<file path="config.mk">
export PLATFORM = sky130hd
export DESIGN_NAME = upst_hit_enc
export DESIGN_NICKNAME = d
export VERILOG_FILES = /design/src/sv/upst_pkg.sv /design/src/sv/upst_hit_enc.sv
export SDC_FILE = /design/constraint.sdc
export NUM_CORES = 1
export LEC_CHECK = 0
export BUFFER_PORTS_ARGS = -buffer_cell sky130_fd_sc_hd__buf_2
export CAP_MARGIN = 0
export CORE_MARGIN = 3
export CORE_UTILIZATION = 30
export DETAILED_ROUTE_END_ITERATION = 8
export GPL_TIMING_DRIVEN = 1
export REMOVE_ABC_BUFFERS = 1
export SYNTH_ARGS = -nofsm -noshare
export SYNTH_HDL_FRONTEND = slang
export SYNTH_SLANG_ARGS = --single-unit
export TNS_END_PERCENT = 5
</file>
<file path="constraint.sdc">
create_clock -name clk -period 1.4 [get_ports clk]
set_input_delay 0.28 -clock clk [delete_from_list [all_inputs] [get_ports clk]]
set_output_delay 0.28 -clock clk [all_outputs]
set_load 0.005 [all_outputs]
</file>
<file path="src/sv/upst_pkg.sv">
package upst_pkg;

	// defaults for the top-level parameters
	localparam int TABLE_ENTRIES_DEF = 128;
	localparam int QUEUE_COUNT_DEF   = 64;

	// cells per group in the first level of the hit encoder
	localparam int GROUP_SIZE = 8;

	localparam int IDENT_W    = 16;
	localparam int CFG_DATA_W = 64;
	localparam int S_TDATA_W  = 96;
	localparam int M_TDATA_W  = 16;

	localparam logic [15:0] IP_HDR_END         = 16'd34;
	localparam logic [15:0] UDP_HDR_END        = 16'd42;
	localparam logic [15:0] ETHERTYPE_IPV4     = 16'h0800;
	localparam logic [7:0]  PROTO_UDP          = 8'd17;
	localparam logic [15:0] FLAG_MF            = 16'h2000;
	localparam logic [15:0] MASK_OFFSET        = 16'h1FFF;
	localparam logic [15:0] FLAG_DF            = 16'h4000;
	localparam logic [15:0] PORT_THRESHOLD_RST = 16'hE000;

	typedef enum logic [1:0] {
		REG_ENABLE,
		REG_PORT_THRESHOLD,
		REG_QUEUE_MASK
	} reg_index_t;

	typedef enum logic [1:0] {
		EV_NONE,
		EV_INSERT,
		EV_DELETE,
		EV_EVICT
	} table_event_t;

	// shift_in: cells up to pos take the left neighbor, cell 0 takes the key
	// shift_out: cells from pos on take the right neighbor
	typedef enum logic [1:0] {
		OP_HOLD,
		OP_SHIFT_IN,
		OP_SHIFT_OUT
	} cell_op_t;

	typedef struct packed {
		cell_op_t             op;
		logic [IDENT_W-1:0]   key;
	} cell_cmd_t;

endpackage

</file>
<file path="src/sv/upst_hit_enc.sv">
module upst_hit_enc #(
	parameter int ENTRIES = upst_pkg::TABLE_ENTRIES_DEF,
	localparam int IW     = $clog2(ENTRIES)
) (
	input  logic               clk,
	input  logic               arst_n,
	input  logic [ENTRIES-1:0] match,
	output logic               hit_any_s3,
	output logic [IW-1:0]      hit_idx_s3
);
	import upst_pkg::*;

	localparam int NG = (ENTRIES + GROUP_SIZE - 1) / GROUP_SIZE;

	logic [NG*GROUP_SIZE-1:0]        match_pad;
	logic [NG-1:0][GROUP_SIZE-1:0]   match_grp;
	logic [NG-1:0]                   grp_any_d;
	logic [NG-1:0][IW-1:0]           grp_idx_d;
	logic [NG-1:0]                   grp_any_s2;
	logic [NG-1:0][IW-1:0]           grp_idx_s2;
	logic                            hit_any_d;
	logic [IW-1:0]                   hit_idx_d;

	assign match_pad = (NG*GROUP_SIZE)'(match);
	assign match_grp = match_pad;

	// at most one cell matches, so or-ing the indices encodes it
	always_comb begin
		for (int g = 0; g < NG; g++) begin
			grp_any_d[g] = |match_grp[g];
			grp_idx_d[g] = '0;
			for (int k = 0; k < GROUP_SIZE; k++) begin
				if (match_grp[g][k]) begin
					grp_idx_d[g] = grp_idx_d[g] | IW'(g*GROUP_SIZE + k);
				end
			end
		end
	end

	always_comb begin
		hit_any_d = |grp_any_s2;
		hit_idx_d = '0;
		for (int g = 0; g < NG; g++) begin
			hit_idx_d = hit_idx_d | grp_idx_s2[g];
		end
	end

	always_ff @(posedge clk or negedge arst_n) begin
		if (!arst_n) begin
			grp_any_s2 <= '0;
			grp_idx_s2 <= '0;
			hit_any_s3 <= 1'b0;
			hit_idx_s3 <= '0;
		end else begin
			grp_any_s2 <= grp_any_d;
			grp_idx_s2 <= grp_idx_d;
			hit_any_s3 <= hit_any_d;
			hit_idx_s3 <= hit_idx_d;
		end
	end

endmodule

</file>
==> metrics.md <==
| Metric | Value |
|---|---|
| Startpoint types | register |
| Mapped cell area | 3090 µm² |
| Worst path depth | 1 |
| Worst Reg2Reg Path Length in Cells | 2 |
| Non-Filler Instances | 506 |
| Multi-input gate area | 917 µm² |
| Fmax | 0.872 GHz |
| Starting Density | 31.2% |
| Crit end category | output pin |
| Antenna Nets Post-Route | 0 |
| H-tree Lvls | 3 |
| Slowest cell on crit path | dfrtp_1 |
| Final Hold Fails | 0 |
| Sequential share of the synthesized area | 70.4% |
| Cts bufs inserted | 9 |
| Final critical-path share of the clock period | 82.0% |
| Initial antenna violation count | 0 |
| Fin area | 4240 µm² |
| GRT Util Overall | 13.6% |
| Layout area overhead | 37.0% |
| Proportion of layout cells with a drive suffix above 1 | 50.4% |
| Hold Slack | 138 ps |
| Ys Warns | 0 |
| Worst Path Required | 1120 ps |
| Leakage | 1.57 nW |
| CTS tree | yes |
| Ant diodes | 0 |
| Setup TNS | 0 ps |
| Die ar. | 11,600 µm² |
| Tmin final | 1150 ps |
| Worst-Margin Slew | 510 ps |
| Io pins | 138 |
| Drt first-iter violations | 80 |
| Max transition margin | 65.7% |
| Synthesis-stage register bit count | 87 |
| DIE WIDTH | 108 µm |
| Final slew viol count | 0 |
| Largest net degree at the start of global routing | 34 |
| Hold Crit Class | in -> reg |
| DRC | 0 |
| Placed Instances | 489 |
| DP Area | 4010 µm² |
| Sink Count | 87 |
| Core area | 9910 µm² |
| IO Port Bufs | 137 |
| Setup bufs post-CTS | 0 |
| Pwr Total | 4.81 mW |
| Slowest stage delay, CP | 390 ps |
| Max cap viols | 0 |
| Total gr overflow | 0 |
| Vias per Instance | 4.68 |
| Mapped Cells | 213 |
| Hold path cells | 3 |
| Worst VDD drop | 0.416 mV |
| CP Data Arrival Time | 870 ps |
| Vias in the first global route | 2,469 |
| Status | complete, no violations |
| Setup violators final | 0 |
| Clock skew | 7.87 ps |
| RSZ-0062 raised after global routing | false |
| Routability congestion estimate | 0.813 |
| Register area | 2180 µm² |
| Row cnt | 36 |
| Clock Tree Root | clkbuf_8 |
| Delay-heaviest family, CP | flip-flops |
| DR pass1 iterations | 4 |
| CP Max Fanout | 1 |
| Filler cell count | 937 |
| Total power density per cell area | 1130 nW/µm² |
| WL/cell | 15.3 µm |
| Synth Area per Inst | 14.5 µm² |
| Post-Place Setup Slack | 155 ps |
| # nets final | 498 |
| Hpwl dp | 6370 µm |
| Most common cell after layout, fill and taps aside | buf_2 |
| First-pass GRT wire length | 11,800 µm |
| Worst-path cell chain | buf_2 |
| Final core occ | 42.8% |
| Clock-pin slew on the worst setup and hold paths | 80 ps |
| Later-pin clock latency in the skew report | 350 ps |
| CP Buf/Inv Count | 1 |
| Synth cell types | 8 |
| Final worst setup slack | 253 ps |
| Die height | 108 µm |
| Crit path kind | reg -> out |
| Via count | 2,370 |
| Routed wire length | 7720 µm |
| Longest Clk Path Bufs | 2 |
| Commonest cells after routing, fill and taps aside | buf_2 (136), dfrtp_1 (87), nor4_1 (39) |
cells in the mapped netlist:
library cell	number	area, µm²
dfrtp_1	87	2180
nor4_1	39	244
nand2b_1	31	194
or4_1	17	128
or4_4	16	180
or4_2	15	131
nand2_1	4	15.0
nand4_1	4	25.0
repair_timing:
| item | CTS | global route |
|---|---|---|
| hold buffers | 1 | 0 |
| hold endpoints to repair | 26 | 0 |
| gates resized for setup | 0 | 0 |
sequential cells by signal, summed over array words and instances (netlist names):
register,count
grp_idx_s2,63
grp_any_s2,16
hit_idx_s3,7
hit_any_s3,1
cell type report:
cell class | instances | area share (%)
Clock inverter | 3 | 1.53
Timing Repair Buffer | 144 | 17.8
Tap cell | 133 | 3.92
Multi-Input combinational cell | 126 | 21.6
Clock buffer | 13 | 3.75
Sequential cell | 87 | 51.3
logic make-up (layout without fill, tap and decap cells):
family / Yosys count / in the layout / share of synthesized area (%)
buffers and inverters: 0 / 160 / 0
and+or+nand+nor: 126 / 126 / 29.6
DFF: 87 / 87 / 70.4
per-layer routing:
metal / share of wire (%) / vias up / track usage (%)
met1: 40 / 1129 / 15.9
met3: 6.5 / 10 / 3.72
li1: - / 1150 / -
met2: 52 / 81 / 24.3
met5: 0 / - / 0
met4: 1.2 / 0 / 4.33
tightest hold or removal path, delay by kind of cell:
family,cells,cell delay (ps)
AND/OR/NAND/NOR,2,90
buffers and inverters,1,70
where the power goes:
group / switching (mW) / total (mW) / leakage (nW) / internal [mW]
Sequential: 0.0135 / 2.56 / 0.781 / 2.55
Combinational: 0.161 / 0.345 / 0.675 / 0.184
Clock: 0.803 / 1.90 / 0.114 / 1.10
worst paths after layout:
kind / startpoint / end / slack, ps
max in group asynchronous: arst_n / grp_idx_s2[46] / 500
min: match[0] / grp_any_s2[0] / 140
min reg2reg: grp_any_s2[11] / hit_any_s3 / 460
max: hit_idx_s3[1] / hit_idx_s3[1] / 250
min in group asynchronous: arst_n / grp_idx_s2[78] / 390
max reg2reg: grp_idx_s2[64] / hit_idx_s3[1] / 260
Power figures use the tool's default switching activity.
