[config.mk]
export PLATFORM = sky130hd
export DESIGN_NAME = upst_cell
export DESIGN_NICKNAME = d
export VERILOG_FILES = /design/src/sv/upst_pkg.sv /design/src/sv/upst_cell.sv
export SDC_FILE = /design/constraint.sdc
export NUM_CORES = 1
export LEC_CHECK = 0
export ABC_AREA = 0
export ABC_CLOCK_PERIOD_IN_PS = 3400
export BUFFER_PORTS_ARGS = -buffer_cell sky130_fd_sc_hd__buf_2
export CAP_MARGIN = 25
export CORE_ASPECT_RATIO = 1.4
export CORE_UTILIZATION = 41
export CTS_BUF_LIST = sky130_fd_sc_hd__clkbuf_16
export DETAILED_ROUTE_END_ITERATION = 12
export PLACE_DENSITY = 0.84
export SLEW_MARGIN = 25
export SYNTH_ARGS = -nofsm -noshare
export SYNTH_HDL_FRONTEND = slang
export SYNTH_SLANG_ARGS = --single-unit
[constraint.sdc]
create_clock -name clk -period 3.4 [get_ports clk]
set_clock_uncertainty 0.15 [all_clocks]
set_input_delay 0.68 -clock clk [delete_from_list [all_inputs] [get_ports clk]]
set_output_delay 0.68 -clock clk [all_outputs]
set_load 0.1 [all_outputs]
[src/sv/upst_pkg.sv]
package upst_pkg;

	// defaults for the top-level parameters
	localparam int TABLE_ENTRIES_DEF = 128;
	localparam int QUEUE_COUNT_DEF   = 64;

	// cells per group in the first level of the hit encoder
	localparam int GROUP_SIZE = 8;

	localparam int IDENT_W    = 16;
	localparam int CFG_DATA_W = 64;
	localparam int S_TDATA_W  = 96;
	localparam int M_TDATA_W  = 16;

	localparam logic [15:0] IP_HDR_END         = 16'd34;
	localparam logic [15:0] UDP_HDR_END        = 16'd42;
	localparam logic [15:0] ETHERTYPE_IPV4     = 16'h0800;
	localparam logic [7:0]  PROTO_UDP          = 8'd17;
	localparam logic [15:0] FLAG_MF            = 16'h2000;
	localparam logic [15:0] MASK_OFFSET        = 16'h1FFF;
	localparam logic [15:0] FLAG_DF            = 16'h4000;
	localparam logic [15:0] PORT_THRESHOLD_RST = 16'hE000;

	typedef enum logic [1:0] {
		REG_ENABLE,
		REG_PORT_THRESHOLD,
		REG_QUEUE_MASK
	} reg_index_t;

	typedef enum logic [1:0] {
		EV_NONE,
		EV_INSERT,
		EV_DELETE,
		EV_EVICT
	} table_event_t;

	// shift_in: cells up to pos take the left neighbor, cell 0 takes the key
	// shift_out: cells from pos on take the right neighbor
	typedef enum logic [1:0] {
		OP_HOLD,
		OP_SHIFT_IN,
		OP_SHIFT_OUT
	} cell_op_t;

	typedef struct packed {
		cell_op_t             op;
		logic [IDENT_W-1:0]   key;
	} cell_cmd_t;

endpackage

[src/sv/upst_cell.sv]
module upst_cell #(
	parameter int ENTRIES = upst_pkg::TABLE_ENTRIES_DEF,
	parameter int IDX     = 0,
	localparam int IW     = $clog2(ENTRIES)
) (
	input  logic                         clk,
	input  logic                         arst_n,
	input  upst_pkg::cell_cmd_t          cmd,
	input  logic [IW-1:0]                pos,
	input  logic [upst_pkg::IDENT_W-1:0] left_id,
	input  logic                         left_valid,
	input  logic [upst_pkg::IDENT_W-1:0] right_id,
	input  logic                         right_valid,
	output logic [upst_pkg::IDENT_W-1:0] id,
	output logic                         valid,
	output logic                         match_s1
);
	import upst_pkg::*;

	logic [IDENT_W-1:0] id_q;
	logic               valid_q;
	logic [IW-1:0]      my_idx;
	logic               take_left;
	logic               take_right;

	assign my_idx     = IW'(IDX);
	assign take_left  = (cmd.op == OP_SHIFT_IN) && (my_idx <= pos);
	assign take_right = (cmd.op == OP_SHIFT_OUT) && (my_idx >= pos);

	always_ff @(posedge clk) begin
		if (take_left) begin
			id_q <= left_id;
		end else if (take_right) begin
			id_q <= right_id;
		end
	end

	always_ff @(posedge clk or negedge arst_n) begin
		if (!arst_n) begin
			valid_q  <= 1'b0;
			match_s1 <= 1'b0;
		end else begin
			if (take_left) begin
				valid_q <= left_valid;
			end else if (take_right) begin
				valid_q <= right_valid;
			end
			match_s1 <= valid_q && (id_q == cmd.key);
		end
	end

	assign id    = id_q;
	assign valid = valid_q;

endmodule

==> metrics.txt, run 1 <==
CTS resizes=0; CP endpoint kind=register; drt first pass iters=4; CTS max path bufs=2; worst IR drop on VDD=333 uV; Final Hold Slack=57.1 ps; Nets=208; crit path cell chain=buf_2 > nor4_2 > nand3b_1 > o41ai_4 > buf_4 > mux2_4; share of layout cells above drive strength 1=70.5%; Overflow after GRT=0; unrepaired setup endpoints after global routing=false; first-pass GRT wire length=3690 um; antenna violations before repair=0; Buf+Inv Stages, Crit Path=2; # setup viols final=0; Pwr Density=499 nW/um^2; Worst-Margin Slew=500 ps; chip width=43.2 um; delay of the slowest critical-path stage=320 ps; final worst path period share=60.2%; most frequent cells in the layout=buf_2 (78), mux2_2 (17), edfxtp_1 (16); cell family contributing the most delay on the critical path=simple AND/OR/NAND/NOR gates; # DRC=0; crit path max fanout=17; xor/xnor share of the synthesized area=14.4%; Worst EP arrival=2030 ps; CTS sink count=18; GRT Total Usage=20.2%; CTS tree=built; row count=20; final setup TNS=0 ps; Crit-path slowest cell=mux2_4; DRT iter0 DRCs=16; pin count of the biggest net entering global routing=19; critical path class=input pin to register; Setup crit start kind=input pin; maxcap violations=0; total number of yosys warnings=0; vias in the first global route=874; adder-cell share of the synthesized area=0%; cell count after synthesis=64; IO Pins=79; area leader, netlist=edfxtp_1; Post-Syn Nets=125; post-CTS setup buffer count=0; area grow syn2layout=51.4%; Yosys top cell area share=49.2%; post-synthesis compound-gate area fraction=2.82%; most common cell after layout, fill and taps aside=buf_2; Final Max Slew Viols=0; via count=828; CTS buffer count=3; Mapped Area=976 um^2; #FFs+latches synth=18; core area=2200 um^2; sequential area share after synthesis=54.4%; required time of the critical path=3380 ps; Post-Synth Simple-Gate Area=6.28%; mux contribution to synthesized area=21.2%; vias per cell=4.93; P_leak=0.675 nW; starting density of the core=44.3%; Syn Area/Cell=15.2 um^2; Final min period=2050 ps; Port Buffers=78; Reg2Reg Setup Slack=1910 ps; Hold Buf Count CTS=0; die area=2580 um^2; Final Wtd Congestion=0.677; Core Util, Final=67.1%; Filler Cells Inserted=177; unique cell type count in the Yosys netlist=14; top post-synthesis cells by area=edfxtp_1 (49%), mux2_2 (20%), xnor2_1 (11%); drt wl/cell=14.3 um; status=completed; fmax=489 MHz; Max transition margin=66.9%; clock latency on the worst-skew pair=250 ps; Root Driver=clkbuf_16; die span in y=59.7 um; Antenna Cells=0; Routed Antenna Nets=0; Worst Hold Class=input pin to async pin; Worst-path clk slew=50 ps; final hold vios=0; final WL=2390 um; CTS H-Tree Depth=1; largest family of logic cells by synthesized area=multiplexers
[synth_stat cells (all sizes together)]
| cell | instances |
|---|---|
| xnor2 | 12 |
| nand3b | 1 |
| nand2b | 1 |
| nor4 | 3 |
| o41ai | 1 |
| buf | 2 |
| mux2 | 18 |
| nand2 | 1 |
| xor2 | 4 |
| dfrtp | 2 |
| nand4 | 3 |
| edfxtp | 16 |
[worst reg2reg max path: cells and delay by family, from the launching register on]
family                    cells  cell delay (ps)
xor gates and xnor gates      1              160
DFF                           1              410
and+or+nand+nor               3              660
[cell type report]
class	count	area [um^2]	area share, %
sequential	18	531	35.9
clock inverter	1	3.75	0.254
multi-input combinational	44	435	29.5
tap	22	27.5	1.86
clock buffer	3	75.1	5.08
timing repair buffer	80	405	27.4
[registers in the layout, indices dropped and copies added, names as in the netlist]
signal and cells:
valid 1, match_s1 1, id 16
[worst paths after layout]
kind,start,end,depth (start not counted)
worst max-delay path,pos[4],valid,6
worst min-delay path,arst_n,valid,1
worst max register to register,id[1],match_s1,4
worst min register to register,valid,valid,1
max in group asynchronous,arst_n,match_s1,1
min in group clk,valid,valid,1
[power breakdown]
part / switching (mW) / leakage (nW) / internal (mW)
Combinational: 0.159 / 0.460 / 0.0691
Sequential: 0.0109 / 0.176 / 0.262
Clock: 0.0794 / 0.0385 / 0.156
[metrics by stage]
step	cells	area, um^2	power, mW	setup slack [ps]
3_3_place_gp	164	1400	0.502	1140
6_report	168	1480	0.737	1350
2_1_floorplan	64	976	0.444	1010
5_1_grt	168	1480	0.760	1270
4_1_cts	168	1480	0.738	1340
3_5_place_dp	164	1400	0.506	1090
[metal layers]
metal  GRT usage [%]  up-vias  part of all wire, %
li1                -      404                    -
met1            18.7      379                   33
met2            37.7       37                   58
met3            4.83        8                  5.3
met4            13.9        0                  3.2
met5               0        -                    0
[kinds of logic (layout without fill, tap and decap cells)]
group | count (synthesis) | after routing
and+or+nand+nor | 9 | 9
buffers and inverters | 2 | 84
xor gates and xnor gates | 16 | 16
muxes | 18 | 18
AOI/OAI and AO/OA | 1 | 1
DFF | 18 | 18
Power figures use the tool's default switching activity.
==> inputs of run 2 (changes only) <==
- ABC_CLOCK_PERIOD_IN_PS: 3400 -> 1700
- CORE_UTILIZATION: 41 -> 34
- PLACE_DENSITY: 0.84 -> 0.74
- clock period: 3.4 -> 1.7 ns (I/O delays scaled with it)
==> run 2 against run 1 <==
Effect of this change:
- hold slack gained 180 ps
- die area is 20% higher
- sequential power grew 100%
- via count up 2.3%
- critical path depth stayed put
- utilization fell by 8.2 points
- wire length is 9.4% lower
- sequential share of layout area shrank 2.1 points
- critical endpoint is now id[6]
- total power rose by 100%
- count of clock-buffer cells in the layout stayed put
- non-clock buffer count up 7
- final cell count rose by 13%
==> metrics.txt, run 2 (synthesis results as in run 1) <==
status=completed; Largest register FFs=16 (unchanged); Crit-path slowest cell=nor4_4; Worst Hold Class=input pin to register; drt first pass iters=2 (-2); Worst-path clk slew=50 ps (about the same); worst setup margin=75.1 ps (-1280 ps); Port Buffers=78 (unchanged); Setup crit end=id[6]; crit path max fanout=9 (-8); CTS resizes=0 (unchanged); GRT Total Usage=15.7% (-4.5 points); vias in the first global route=841 (-3.8%); delay of the slowest critical-path stage=270 ps (-50 ps); Worst R2R Start=id[1]; share of layout cells above drive strength 1=71.2% (+0.69 points); die span in y=65.4 um (+9.5%); starting density of the core=36.6% (-7.8 points); first-pass GRT wire length=3420 um (-7.5%); final hold vios=0 (unchanged); Overflow after GRT=0 (unchanged); Reg2Reg Depth=4 (unchanged); CTS max path bufs=2 (unchanged); non-filler instance count after layout=189 (+13%); Nets=215 (+3.4%); CTS tree=built; required time of the critical path=1510 ps (-1870 ps); core area=2670 um^2 (+21%); maxcap violations=0 (unchanged); row count=22 (+10%); Hold Buf Count CTS=1 (+1); fmax=615 MHz; CTS sink count=18 (unchanged); Reg2Reg Setup Slack=170 ps (-1740 ps); unrepaired setup endpoints after global routing=false; Filler Cells Inserted=242 (+37%); # DRC=0 (unchanged); chip width=47.3 um (+9.4%); Root Driver=clkbuf_16; most common cell after layout, fill and taps aside=buf_2; Final Hold Slack=233 ps (+176 ps); drt wl/cell=11.5 um (-19%); CP endpoint kind=register; P_leak=0.713 nW (+5.8%); crit path cell chain=buf_2 > nor4_4 > nand3b_1 > o41ai_4 > buf_4 > buf_12; CTS buffer count=3 (unchanged); via count=847 (+2.3%); Worst EP arrival=1440 ps (-590 ps); Routed Antenna Nets=0 (unchanged); antenna violations before repair=0 (unchanged); IO Pins=79 (unchanged); DRT iter0 DRCs=5 (-11); Setup crit start kind=input pin; final WL=2170 um (-9.4%); Worst-Margin Slew=490 ps (-9.71 ps); pin count of the biggest net entering global routing=11 (-8); CTS H-Tree Depth=1 (unchanged); critical path class=input pin to register; Antenna Cells=0 (unchanged); vias per cell=4.48 (-9.1%); die area=3090 um^2 (+20%); # setup viols final=0 (unchanged); overall power=1.48 mW (+100%); Final Wtd Congestion=0.742 (+9.6%); Place WS=-180 ps (-1270 ps); Final min period=1620 ps; Max transition margin=67.6% (+0.64 points); placed cells=184 (+12%); Hold Crit Start=cmd[4]; worst IR drop on VDD=616 uV (+85%); final worst path period share=95.6%; area grow syn2layout=61.0%; Final Max Slew Viols=0 (unchanged); post-CTS setup buffer count=0 (unchanged); worst reg2reg path endpoint=match_s1; Core Util, Final=58.9% (-8.2 points); clock latency on the worst-skew pair=240 ps (about the same); beginning of the critical path=pos[4]; most frequent cells in the layout=buf_2 (78), mux2_2 (17), edfxtp_1 (16); Pwr Density=940 nW/um^2 (+88%)
## run 2: through the flow
step	setup TNS (ps)	cell area, um^2
finish	0	1570
floorplan	-4770	985
CTS	0	1570
detailed placement	-2970	1480
global route	0	1570
global placement	-1870	1480
## run 2: where the power goes
group / total [mW] / leakage, nW / internal (mW) / switching [mW]
combinational: 0.472 / 0.499 / 0.152 / 0.320
clock: 0.459 / 0.0385 / 0.312 / 0.147
sequential: 0.545 / 0.176 / 0.524 / 0.0212
total: 1.48 / 0.713 / 0.988 / 0.489
## run 2: area by class of cell
cell class	count	area, um^2	area share, %
repair buffers	87	473	30.1
multi-input cells	44	444	28.3
flip-flops and latches	18	531	33.8
clock buffers	3	75.1	4.78
clock inverters	1	3.75	0.239
well taps	36	45.0	2.87
## run 2: how the worst min path moves through the flow
stage	to	slack, ps	cells past startpoint
2_1_floorplan	match_s1	-110	0
3_3_place_gp	match_s1	-20	1
3_5_place_dp	match_s1	-20	1
5_1_grt	id[13]	250	2
6_report	match_s1	230	4
4_1_cts	match_s1	240	4
## run 2: metal layers
layer	wire, um	global-route usage [%]
met1	748	16.7
met2	1270	28.6
met3	89	1.65
met4	59	7.86
met5	0	0
## run 2: critical path, delay by kind of cell
family          cells  cell delay, ps
buf+inv             3             440
compound gates      1             220
simple gates        2             430
==> inputs of run 3 (changes only) <==
- ABC_CLOCK_PERIOD_IN_PS: 1700 -> 1500
- CORE_UTILIZATION: 34 -> 38
- CTS_BUF_LIST: sky130_fd_sc_hd__clkbuf_16 -> default
- PLACE_DENSITY: 0.74 -> 0.78
- clock period: 1.7 -> 1.5 ns (I/O delays scaled with it)
==> run 3 against run 2 <==
Effect of this change:
- count of clock-buffer cells in the layout up 1
- hold slack got worse by 81 ps
- clock power shrank 36%
- flip-flop and latch count stayed put
- combinational power is 43% higher
- sequential power grew 17%
- critical path type is now register to output pin
- largest power group is now combinational logic
==> metrics.txt, run 3 (synthesis results as in run 1) <==
Antenna Cells=0 (unchanged); fmax=674 MHz; final hold vios=0 (unchanged); P_leak=0.809 nW (+13%); CTS max path bufs=2 (unchanged); placed cell areas=1740 um^2 (+18%); first-pass GRT wire length=3950 um (+16%); die area=2780 um^2 (-10%); CTS buffer count=3 (unchanged); Final min period=1480 ps; Final Wtd Congestion=0.729 (-1.8%); clock latency on the worst-skew pair=290 ps (+50 ps); DP HPWL=2310 um; Worst Hold Class=input pin to register; share of layout cells above drive strength 1=72.9% (+1.7 points); design area=1830 um^2 (+17%); beginning of the critical path=id[6]; Worst EP arrival=1030 ps (-410 ps); CTS H-Tree Depth=1 (unchanged); crit path max fanout=2 (-7); status=completed; antenna violations before repair=0 (unchanged); Setup crit start kind=register; worst IR drop on VDD=686 uV (+11%); Port Buffers=78 (unchanged); Reg2Reg Setup Slack=70 ps (-100 ps); maxcap violations=0 (unchanged); vias in the first global route=928 (+10%); drt wl/cell=13.6 um (+18%); crit path cell chain=buf_6 > buf_12; worst setup margin=16.8 ps (-58.3 ps); required time of the critical path=1050 ps (-460 ps); most frequent cells in the layout=buf_2 (58), buf_12 (18), mux2_2 (17); DRT iter0 DRCs=5 (unchanged); Pwr Density=878 nW/um^2 (-6.6%); drt first pass iters=3 (+1); Largest register FFs=16 (unchanged); Worst-Margin Slew=278 ps (-212 ps); area grow syn2layout=87.8%; most common cell after layout, fill and taps aside=buf_2; GRT Total Usage=20.4% (+4.6 points); Setup crit end=id[6]; placed cells=183 (-0.54%); final worst path period share=98.9%; Final Max Slew Viols=0 (unchanged); Overflow after GRT=0 (unchanged); vias per cell=4.61 (+3.0%); die span in y=62.0 um (-5.2%); CP endpoint kind=output pin; delay of the slowest critical-path stage=440 ps (+170 ps); Max transition margin=81.6% (+14 points); non-filler instance count after layout=189 (unchanged); Root Driver=clkbuf_4; CTS tree=built; critical path class=register to output pin; Worst R2R Start=id[6]; Place WS=-342 ps (-162 ps); worst reg2reg path endpoint=match_s1; starting density of the core=40.4% (+3.8 points); via count=872 (+3.0%); chip width=44.8 um (-5.2%); CTS sink count=18 (unchanged); Worst-path clk slew=100 ps (+50 ps); Crit-path slowest cell=edfxtp_1; pin count of the biggest net entering global routing=12 (+1); IO Pins=79 (unchanged); Hold Path Cell Cnt=4 (unchanged); Reg2Reg Depth=4 (unchanged); row count=21 (-4.5%); # DRC=0 (unchanged); # setup viols final=0 (unchanged); core area=2420 um^2 (-9.5%); Nets=217 (+0.93%); Routed Antenna Nets=0 (unchanged); unrepaired setup endpoints after global routing=true; Core Util, Final=75.8% (+17 points); final WL=2570 um (+18%)
==> run 3: cell types whose count changed in the layout (fill, tap and decap cells not counted) <==
cell,delta
buf_12,+17
buf_2,-20
buf_4,-1
buf_6,+6
clkbuf_16,-3
clkbuf_4,+3
clkbuf_8,+1
clkinv_1,-1
nor4_1,-1
nor4_2,+1
==> run 3: per-stage QoR <==
stage          setup TNS (ps)  hold WS (ps)  total power [mW]
4_1_cts                 -4.30           149              1.61
6_report                    0           152              1.61
3_5_place_dp            -4730         -65.0              1.32
5_1_grt                  -110           139              1.68
2_1_floorplan           -7690          -146              1.01
3_3_place_gp            -4030         -63.8              1.30
==> run 3: area by class of cell <==
class	count	area [um^2]
Tap cell	34	42.5
Clock buffer	4	36.3
Fill cell	165	584
Sequential cell	18	531
Multi-Input combinational cell	44	450
Timing Repair Buffer	89	773
==> run 3: repair_timing <==
action	CTS	global route
hold buffers	1	0
pin swaps	2	1
endpoints found under the setup margin	4	10
buffers inserted	2	0
gates resized for setup	2	6
endpoints found under the hold margin	2	0
==> run 3: power breakdown <==
group / switching, mW / internal (mW) / total, mW
clock network: 0.147 / 0.148 / 0.295
logic: 0.378 / 0.298 / 0.676
registers: 0.0456 / 0.593 / 0.639
total: 0.571 / 1.04 / 1.61
==> run 3: worst min path at each step <==
stage	endpoint	start	slack, ps
3_5_place_dp	valid	arst_n	-60
3_3_place_gp	match_s1	arst_n	-60
6_report	match_s1	cmd[4]	150
2_1_floorplan	match_s1	arst_n	-150
5_1_grt	id[3]	right_id[3]	140
4_1_cts	match_s1	cmd[4]	150
==> run 3: routing by layer <==
layer | routed length (um) | track usage [%]
met4 | 73 | 11.3
met1 | 783 | 19.0
met5 | 0 | 0
met2 | 1650 | 42.4
met3 | 58 | 1.16
==> run 3: worst max-delay path: cells and delay by family, from the launching register on <==
family | cells | cell delay (ps)
flip-flops | 1 | 440
buffers and inverters | 2 | 300
